===== src/design/pss_pkg.sv =====
// types, codes and constants of the pan sweep sequencer
`default_nettype none
package pss_pkg;

    // item kinds
    localparam logic [1:0] KIND_TICK       = 2'd0;
    localparam logic [1:0] KIND_ACTIVATE   = 2'd1;
    localparam logic [1:0] KIND_DEACTIVATE = 2'd2;

    // configuration register indexes
    localparam logic [1:0] REG_STEP_ANGLE       = 2'd0;
    localparam logic [1:0] REG_WAIT_TICKS       = 2'd1;
    localparam logic [1:0] REG_HOME_ANGLE       = 2'd2;
    localparam logic [1:0] REG_ARRIVE_TOLERANCE = 2'd3;

    // register reset values
    localparam logic [14:0]        STEP_ANGLE_RST       = 15'd1000;
    localparam logic [15:0]        WAIT_TICKS_RST       = 16'd0;
    localparam logic signed [15:0] HOME_ANGLE_RST       = 16'sd0;
    localparam logic [9:0]         ARRIVE_TOLERANCE_RST = 10'd5;

    // sweep geometry in centidegrees
    localparam int SWEEP_START  = -18000;
    localparam int SWEEP_LIMIT  = 18000;
    localparam int LIMIT_MARGIN = 500;

    // drive status bit that is set while the drive moves
    localparam int BUSY_BIT_POS = 4;

    typedef enum logic [2:0] {
        MODE_INACTIVE = 3'd0,
        MODE_INIT     = 3'd1,
        MODE_MOVING   = 3'd2,
        MODE_STOPPING = 3'd3,
        MODE_WAITING  = 3'd4
    } mode_t;

    typedef struct packed {
        logic [14:0]        step_angle;
        logic [15:0]        wait_ticks;
        logic signed [15:0] home_angle;
        logic [9:0]         arrive_tolerance;
    } cfg_t;

    typedef struct packed {
        logic [1:0]         kind;
        logic               status_ok;
        logic [15:0]        moving_status;
        logic               angle_ok;
        logic signed [16:0] pan_angle;
    } item_t;

    typedef struct packed {
        mode_t              mode;
        logic [15:0]        last_status;
        logic signed [15:0] target;
        logic [15:0]        dwell_left;
    } state_t;

    typedef struct packed {
        logic               accepted;
        logic               move_valid;
        logic signed [15:0] move_target;
        logic               stop_valid;
        mode_t              mode;
        logic               fault;
    } result_t;

endpackage
`default_nettype wire


===== src/design/pss_cfg_regs.sv =====
// configuration register file of the pan sweep sequencer
`default_nettype none
module pss_cfg_regs (
    input  wire logic         aclk,
    input  wire logic         aresetn,
    input  wire logic         cfg_valid,
    output logic              cfg_ready,
    input  wire logic [1:0]   cfg_index,
    input  wire logic [15:0]  cfg_data,
    output pss_pkg::cfg_t     cfg
);

    pss_pkg::cfg_t cfg_reg;

    // writes are always taken
    assign cfg_ready = 1'b1;
    assign cfg       = cfg_reg;

    // register writes
    always_ff @(posedge aclk) begin
        if (!aresetn) begin
            cfg_reg.step_angle       <= pss_pkg::STEP_ANGLE_RST;
            cfg_reg.wait_ticks       <= pss_pkg::WAIT_TICKS_RST;
            cfg_reg.home_angle       <= pss_pkg::HOME_ANGLE_RST;
            cfg_reg.arrive_tolerance <= pss_pkg::ARRIVE_TOLERANCE_RST;
        end else if (cfg_valid && cfg_ready) begin
            unique case (cfg_index)
                pss_pkg::REG_STEP_ANGLE:       cfg_reg.step_angle <= cfg_data[14:0];
                pss_pkg::REG_WAIT_TICKS:       cfg_reg.wait_ticks <= cfg_data;
                pss_pkg::REG_HOME_ANGLE:       cfg_reg.home_angle <= signed'(cfg_data);
                pss_pkg::REG_ARRIVE_TOLERANCE: cfg_reg.arrive_tolerance <= cfg_data[9:0];
            endcase
        end
    end

endmodule
`default_nettype wire


===== src/design/pss_step.sv =====
// next-state and result logic for one item of the pan sweep sequencer
`default_nettype none
module pss_step (
    input  wire pss_pkg::cfg_t   cfg,
    input  wire pss_pkg::state_t state,
    input  wire pss_pkg::item_t  item,
    output pss_pkg::state_t      state_next,
    output pss_pkg::result_t     result
);

    logic               settled;
    logic signed [17:0] err;
    logic [17:0]        err_abs;
    logic               arrived;
    logic signed [17:0] step_sum;
    logic               past_limit;
    logic               accepted;
    logic               move_valid;
    logic               stop_valid;
    logic               fault;
    logic               record;

    // drive settled: status unchanged and busy bit clear
    assign settled = (item.moving_status == state.last_status)
                   && !item.moving_status[pss_pkg::BUSY_BIT_POS];

    // arrival check on the absolute angle error
    assign err     = 18'(state.target) - 18'(item.pan_angle);
    assign err_abs = err[17] ? 18'(-err) : 18'(err);
    assign arrived = err_abs <= {8'd0, cfg.arrive_tolerance};

    // next step and check against the end of the sweep
    assign step_sum   = 18'(state.target) + signed'({3'd0, cfg.step_angle});
    assign past_limit = step_sum
                      > signed'(18'(pss_pkg::SWEEP_LIMIT - pss_pkg::LIMIT_MARGIN));

    // sequencing per item kind and mode
    always_comb begin
        state_next = state;
        accepted   = 1'b0;
        move_valid = 1'b0;
        stop_valid = 1'b0;
        fault      = 1'b0;
        record     = 1'b1;
        unique case (item.kind)
            pss_pkg::KIND_ACTIVATE: begin
                if (state.mode == pss_pkg::MODE_INACTIVE) begin
                    state_next.mode   = pss_pkg::MODE_INIT;
                    state_next.target = 16'(pss_pkg::SWEEP_START);
                    accepted          = 1'b1;
                end
            end
            pss_pkg::KIND_DEACTIVATE: begin
                state_next.mode = pss_pkg::MODE_INACTIVE;
                stop_valid      = 1'b1;
            end
            pss_pkg::KIND_TICK: begin
                if (state.mode != pss_pkg::MODE_INACTIVE) begin
                    if (!item.status_ok) begin
                        fault = 1'b1;
                    end else begin
                        if (settled) begin
                            unique case (state.mode)
                                pss_pkg::MODE_INIT: begin
                                    state_next.target     = 16'(pss_pkg::SWEEP_START);
                                    state_next.dwell_left = cfg.wait_ticks;
                                    state_next.mode       = pss_pkg::MODE_MOVING;
                                    move_valid            = 1'b1;
                                end
                                pss_pkg::MODE_MOVING, pss_pkg::MODE_STOPPING: begin
                                    if (!item.angle_ok) begin
                                        fault           = 1'b1;
                                        state_next.mode = pss_pkg::MODE_INACTIVE;
                                        record          = 1'b0;
                                    end else if (arrived) begin
                                        state_next.mode =
                                            (state.mode == pss_pkg::MODE_STOPPING)
                                            ? pss_pkg::MODE_INACTIVE
                                            : pss_pkg::MODE_WAITING;
                                    end
                                end
                                pss_pkg::MODE_WAITING: begin
                                    if (state.dwell_left != 16'd0) begin
                                        state_next.dwell_left = 16'(state.dwell_left - 16'd1);
                                    end else if (past_limit) begin
                                        state_next.target = cfg.home_angle;
                                        state_next.mode   = pss_pkg::MODE_STOPPING;
                                        move_valid        = 1'b1;
                                    end else begin
                                        state_next.target     = 16'(step_sum);
                                        state_next.dwell_left = cfg.wait_ticks;
                                        state_next.mode       = pss_pkg::MODE_MOVING;
                                        move_valid            = 1'b1;
                                    end
                                end
                                default: ;
                            endcase
                        end
                        if (record) begin
                            state_next.last_status = item.moving_status;
                        end
                    end
                end
            end
            default: ;
        endcase
    end

    // result item
    always_comb begin
        result.accepted    = accepted;
        result.move_valid  = move_valid;
        result.move_target = move_valid ? state_next.target : 16'sd0;
        result.stop_valid  = stop_valid;
        result.mode        = state_next.mode;
        result.fault       = fault;
    end

endmodule
`default_nettype wire


===== src/design/pan_sweep_sequencer_core.sv =====
// Pan sweep sequencer top level. Takes one item per clock cycle, back to back, while the
// result side does not stall, and gives one result per item: the item is captured in an
// input register, the step logic reads the sweep state and the item combinationally, and
// the result register holds the answer while the sweep state is updated at the same edge.
// Throughput is set by that single state update, one item per cycle; a stalled result
// side holds both registers and drops s_tready only when both are full. Configuration
// writes on cfg_* are taken in any cycle and should be made only while no item is in
// flight.
`default_nettype none
module pan_sweep_sequencer_core (
    input  wire logic        aclk,
    input  wire logic        aresetn,
    // input items
    input  wire logic        s_tvalid,
    output logic             s_tready,
    // status_ok[0], moving_status[16:1], angle_ok[17], pan_angle[34:18], zero[39:35]
    input  wire logic [39:0] s_tdata,
    // kind[1:0]
    input  wire logic [1:0]  s_tuser,
    // result items
    output logic             m_tvalid,
    input  wire logic        m_tready,
    // accepted[0], move_valid[1], move_target[17:2], stop_valid[18], mode[21:19],
    // fault[22], zero[23]
    output logic [23:0]      m_tdata,
    // configuration writes
    input  wire logic        cfg_valid,
    output logic             cfg_ready,
    input  wire logic [1:0]  cfg_index,
    input  wire logic [15:0] cfg_data
);

    pss_pkg::cfg_t    cfg;
    pss_pkg::item_t   item_reg;
    logic             in_valid_reg;
    pss_pkg::state_t  state_reg;
    pss_pkg::state_t  state_next;
    pss_pkg::result_t result_next;
    pss_pkg::result_t result_reg;
    logic             out_valid_reg;
    logic             advance;

    pss_cfg_regs u_cfg (
        .aclk      (aclk),
        .aresetn   (aresetn),
        .cfg_valid (cfg_valid),
        .cfg_ready (cfg_ready),
        .cfg_index (cfg_index),
        .cfg_data  (cfg_data),
        .cfg       (cfg)
    );

    pss_step u_step (
        .cfg        (cfg),
        .state      (state_reg),
        .item       (item_reg),
        .state_next (state_next),
        .result     (result_next)
    );

    // pipeline moves when the result register is free or being drained
    assign advance  = !out_valid_reg || m_tready;
    assign s_tready = !in_valid_reg || advance;

    // control and sweep state
    always_ff @(posedge aclk) begin
        if (!aresetn) begin
            in_valid_reg          <= 1'b0;
            out_valid_reg         <= 1'b0;
            state_reg.mode        <= pss_pkg::MODE_INACTIVE;
            state_reg.last_status <= 16'd0;
            state_reg.target      <= 16'sd0;
            state_reg.dwell_left  <= 16'd0;
        end else begin
            if (s_tready) begin
                in_valid_reg <= s_tvalid;
            end
            if (advance) begin
                out_valid_reg <= in_valid_reg;
            end
            if (advance && in_valid_reg) begin
                state_reg <= state_next;
            end
        end
    end

    // input payload register
    always_ff @(posedge aclk) begin
        if (s_tvalid && s_tready) begin
            item_reg.kind          <= s_tuser;
            item_reg.status_ok     <= s_tdata[0];
            item_reg.moving_status <= s_tdata[16:1];
            item_reg.angle_ok      <= s_tdata[17];
            item_reg.pan_angle     <= signed'(s_tdata[34:18]);
        end
    end

    // result payload register
    always_ff @(posedge aclk) begin
        if (advance && in_valid_reg) begin
            result_reg <= result_next;
        end
    end

    // result transfer packing
    assign m_tvalid = out_valid_reg;
    assign m_tdata  = {1'b0, result_reg.fault, result_reg.mode, result_reg.stop_valid,
                       result_reg.move_target, result_reg.move_valid, result_reg.accepted};

endmodule
`default_nettype wire


===== config.mk =====
export PLATFORM = sky130hd
export DESIGN_NAME = pan_sweep_sequencer_core
export DESIGN_NICKNAME = d
export VERILOG_FILES = /design/src/design/pss_pkg.sv /design/src/design/pss_cfg_regs.sv /design/src/design/pss_step.sv /design/src/design/pan_sweep_sequencer_core.sv
export SDC_FILE = /design/constraint.sdc
export NUM_CORES = 1
export LEC_CHECK = 0
export BUFFER_PORTS_ARGS = -buffer_cell sky130_fd_sc_hd__clkbuf_2
export CAP_MARGIN = 0
export CORE_ASPECT_RATIO = 0.9
export CORE_UTILIZATION = 35
export CTS_BUF_LIST = sky130_fd_sc_hd__clkbuf_2
export DETAILED_ROUTE_END_ITERATION = 16
export PLACE_DENSITY = 0.55
export SLEW_MARGIN = 40
export SYNTH_ARGS = -nofsm -noshare
export SYNTH_HDL_FRONTEND = slang
export SYNTH_HIERARCHICAL = 1
export SYNTH_SLANG_ARGS = --single-unit

===== constraint.sdc =====
create_clock -name aclk -period 4.45 [get_ports aclk]
set_clock_uncertainty 0.2 [all_clocks]
set_input_delay 0.445 -clock aclk [delete_from_list [all_inputs] [get_ports aclk]]
set_output_delay 0.445 -clock aclk [all_outputs]
set_load 0.005 [all_outputs]

Word level (Yosys, flattened, before mapping)
Cells that the tools add are included.
{"block": "word_totals", "out_inout_bits": 27, "input_bits": 65, "register_bits": 170, "wordCells": 99}
{"block": "op_classes", "magnitude_cmp": 2, "reduce_logical": 22, "add_sub_neg": 4, "eq_ne": 11, "mux": 39}
{"operator": "2-to-1 mux 51 bit", "count": 2}
{"operator": "2-to-1 mux 16 bit", "count": 6}
{"operator": "one-hot mux 32 bit (2 select lines)", "count": 1}
{"operator": "2-to-1 mux 32 bit", "count": 1}
{"operator": "one-hot mux 16 bit (2 select lines)", "count": 1}
{"operator": "greater-than comparator 18 x 16 -> 1 bit (second input constant)", "count": 1}
{"operator": "less-or-equal comparator 18 x 10 -> 1 bit", "count": 1}
{"operator": "2-to-1 mux 1 bit", "count": 18}
{"operator": "2-to-1 mux 18 bit", "count": 1}
{"operator": "2-to-1 mux 3 bit", "count": 6}
{"operator": "negation 18 bit", "count": 1}
{"operator": "one-hot mux 3 bit (3 select lines)", "count": 2}
{"operator": "subtractor 16 x 17 -> 18 bit", "count": 1}
{"operator": "adder 16 x 16 -> 17 bit", "count": 1}
{"operator": "equality test 16 bit", "count": 1}
{"operator": "nonzero test 16 bit", "count": 1}
{"operator": "subtractor 16 x 1 -> 16 bit (second input constant)", "count": 1}
{"operator": "AND reduction 2 bit", "count": 5}
{"operator": "AND reduction 7 bit", "count": 1}
{"operator": "equality test 2 bit (second input constant)", "count": 3}
{"operator": "equality test 3 x 2 -> 1 bit (second input constant)", "count": 2}
{"operator": "AND reduction 5 bit", "count": 1}
{"operator": "equality test 2 x 1 -> 1 bit (second input constant)", "count": 2}
{"operator": "logical NOT 2 bit", "count": 2}
{"operator": "11 further kinds", "count": 16}

Logic depth before layout (Yosys ltp)
{"block": "depth", "depth_word": 11, "ltp_mapped": 24}

Hierarchy
The synthesis kept the hierarchy.
{"mod": "pss_step", "seq_area_each_um2": 0.0, "area_per_inst_um2": 4359.2, "cells_per_inst": 660, "n_inst": 1}
{"mod": "pan_sweep_sequencer_core", "seq_area_each_um2": 2862.7, "area_per_inst_um2": 3943.8, "cells_per_inst": 293, "n_inst": 1}
{"mod": "pss_cfg_regs", "seq_area_each_um2": 1141.1, "area_per_inst_um2": 2214.6, "cells_per_inst": 218, "n_inst": 1}

Least setup slack after synthesis
OpenSTA, ideal clock, no wires.
{"block": "synth_path", "path_kind": "flip-flop to flip-flop", "startpoint": "register item_reg[5] (netlist name)", "endpoint": "register state_reg[48] (netlist name)", "arrival_ns": 4.115, "setup_slack_ns": 0.015, "required_ns": 4.130, "stages_incl_launch_ff": 25, "setup_ns": 0.120, "path_cell_list": "edfxtp_1 > inv_1 > ha_1 > clkbuf_1 > o21a_1 > o21a_1 > o21a_1 > a21boi_0 > a221oi_1 > clkbuf_1 > nor2_1 > a21oi_1 > ha_1 > nor2b_1 > o21a_1 > o21ai_0 > a21oi_1 > o21bai_1 > a21oi_1 > nor3_1 > nand4_1 > o311a_1 > buf_4 > nand2_1 > mux2i_1"}
{"item": "from (decl)", "line_no": "pan_sweep_sequencer_core.sv:34", "source": "pss_pkg::item_t item_reg;"}
{"item": "to (signal assigned)", "line_no": "pan_sweep_sequencer_core.sv:82", "source": "state_reg <= state_next;"}
{"item": "to (decl)", "line_no": "pan_sweep_sequencer_core.sv:36", "source": "pss_pkg::state_t state_reg;"}

==> qor.yml <==
status: "completed"
drtPass1Iterations: 5
yosys.area.top_type: "dfxtp_1"
clk_pin_slew_ns: 0.27
nFillCells: 2893
htreeDepth: 4
p_leak_nw: 5.44
worst_pin_slew_ns: 0.876
clockBufferDepth: 2
gp_congestion: 0.866
rows: 59
dpl.hpwl_um: 19900
vias: 9018
chipWidth_um: 185
setup_slack_ns: 0.218
vias_per_cell: 5.05
seq_area_frac_synth: 0.381
synth-seq-cells: 170
r2r_slack_ns: 0.22
drtIter0Drc: 577
clock.fmax_ghz: 0.236
synth-edff-count: 60
grt_use_total: 0.183
overflow: 0
synth-async-reset-ratio: 0
synth_common_cells: "nand2_1, dfxtp_1, mux2i_1"
synth.avg_cell_area_um2: 8.98
drc: 0
fp.dieArea_um2: 30700
synthFlopType: "dfxtp_1"
hp-class: "input port to flip-flop"
port-buffer-count: 84
cp_max_fo: 5
slew-limit-headroom: 0.411
start_util: 0.360
ios: 92
power.density_nw_per_um2: 246
cp.required_ns: 4.80
synth_area_um2: 10500
cp-start-kind: "flip-flop"
largest_register_ffs: 57
ys_types: 79
synthToLayoutAreaGrowth_pct: 22.1
routed_wl_um: 27500
cts_made_buffers: 17
synth_top_area_frac: 0.209
pre_cts_ws_ns: 0.0154
die_h_um: 166
nets: 1485
synth_area_leaders: "dfxtp_1, edfxtp_1, mux2i_1"
arrival_ns: 4.58
fin_tns_setup_ns: 0
period_needed_ns: 4.23
place_area_um2: 11700
drv_slew: 0
grt_pass1_vias: 8666
period_share: 0.951
routedWlPerCell_um: 15.4
grt_pass1_wl_um: 44300
cts_sinks: 170
ant_nets: 0
final_cells: 1785
yosysMostFrequentCell: "nand2_1"
hold_viol: 0
antenna_found_initial: 1
netlist_instances: 1171
ys_warn_count: 6
coreArea_um2: 29200
crit_path_end_kind: "flip-flop"
grt_start_max_net_pins: 90
cap_violations: 0
drive_gt1_frac: 0.184
hold_ws_ns: 0.169
setup_viol: 0
syn_nets: 1282
crit_type: "flip-flop to flip-flop"
clock-root-buffer: "clkbuf_2"
finish.instance_area_um2: 12800
vdd_drop_max_mv: 0.134
worst_skew_pair.late_latency_ns: 0.76
placed_cells: 1671
cts_tree: "done"
==> logic make-up (layout without fill, tap and decap cells) <==
logic type / Yosys count / count (layout) / share of synthesized area
simple gates: 426 / 426 / 0.187
compound gates: 233 / 233 / 0.156
flops: 170 / 170 / 0.381
mux: 122 / 122 / 0.118
buf+inv: 117 / 333 / 0.0563
xor+xnor: 54 / 54 / 0.0450
fa+ha+maj: 47 / 47 / 0.0571
other cells: 2 / 4 / 0.000714
==> per-layer routing <==
metal | vias up | track usage | part of all wire
met2 | 153 | 0.311 | 0.48
met4 | 0 | 0.0417 | 0.011
met5 | - | 0 | 0
met1 | 4269 | 0.243 | 0.48
li1 | 4581 | - | -
met3 | 15 | 0.0265 | 0.030
==> power breakdown <==
part | leakage (nW) | switching, mW | internal (mW)
clock network | 0.148 | 0.625 | 0.227
registers | 1.46 | 0.0347 | 1.67
logic | 3.82 | 0.318 | 0.294
==> layout make-up <==
type	count	area, um^2	area share
multi-input cells	884	6000	0.467
flip-flops and latches	170	4010	0.312
repair buffers	250	1910	0.149
well taps	396	495	0.0386
inverters	51	191	0.0149
clock inverters	15	158	0.0123
clock buffers	17	85.1	0.00662
diodes	2	5.00	0.000390
==> through the flow <==
| step | power, mW | util |
|---|---|---|
| floorplan | 2.10 | - |
| global placement | 2.26 | 0.400 |
| detailed placement | 2.28 | 0.402 |
| CTS | 3.20 | 0.436 |
| global route | 3.34 | 0.439 |
| finish | 3.17 | 0.439 |
==> timing repair <==
| action | CTS | global route |
|---|---|---|
| setup buffers | 0 | 4 |
| hold buffers | 76 | 0 |
| endpoints found under the setup margin | 3 | 15 |
| endpoints found under the hold margin | 106 | 0 |
| pin swaps | 0 | 6 |
| gates cloned | 0 | 0 |
| resized for setup | 1 | 11 |
==> cells in the final DEF, fill, tap and decap left out, types with 5 or more instances in the layout <==
| master | instances |
|---|---|
| nor4_1 | 7 |
| o22ai_1 | 7 |
| dfxtp_1 | 109 |
| nand4bb_1 | 6 |
| nor2_1 | 92 |
| mux2_2 | 16 |
| ha_1 | 43 |
| nand2_1 | 210 |
| a21o_1 | 28 |
| xnor2_1 | 39 |
| a221o_1 | 5 |
| buf_4 | 87 |
| and3_1 | 7 |
| edfxtp_1 | 60 |
| nor3_1 | 15 |
| o21ai_0 | 31 |
| mux2i_1 | 106 |
| a21oi_1 | 49 |
| nand3_1 | 12 |
| and2_1 | 10 |
| or3_1 | 13 |
| nor2b_1 | 10 |
| o21a_1 | 16 |
| nand4_1 | 12 |
| a211oi_1 | 9 |
| inv_6 | 7 |
| clkbuf_2 | 100 |
| a31oi_1 | 8 |
| inv_1 | 51 |
| nand2b_1 | 7 |
| dlygate4sd3_1 | 76 |
| o2111ai_1 | 5 |
| o211ai_1 | 16 |
| xor2_1 | 15 |
==> worst max-delay path, cell delays in order (launching register included) <==
cell and delay [ns]:
edfxtp_1 0.46, ha_2 0.21, fa_2 0.36, nand2b_4 0.16
a211oi_2 0.25, buf_4 0.17, o22ai_1 0.08, xor2_1 0.25
nand2_1 0.10, o21bai_1 0.18, xnor2_1 0.11, ha_1 0.35
nand4_1 0.11, o32ai_2 0.21, a21oi_1 0.08, nor3_1 0.15
nand4_1 0.11, buf_4 0.17, o311a_1 0.31
==> final timing paths <==
kind	start	end	depth (start not counted)
worst max-delay path	item_reg[0]	m_tdata[19]	18
worst min-delay path	s_tdata[13]	item_reg[30]	2
worst max register to register	item_reg[0]	m_tdata[19]	18
worst min register to register	u_cfg/cfg[16]	u_cfg/cfg[16]	2
No activity file was read; power rests on OpenSTA's default activity.
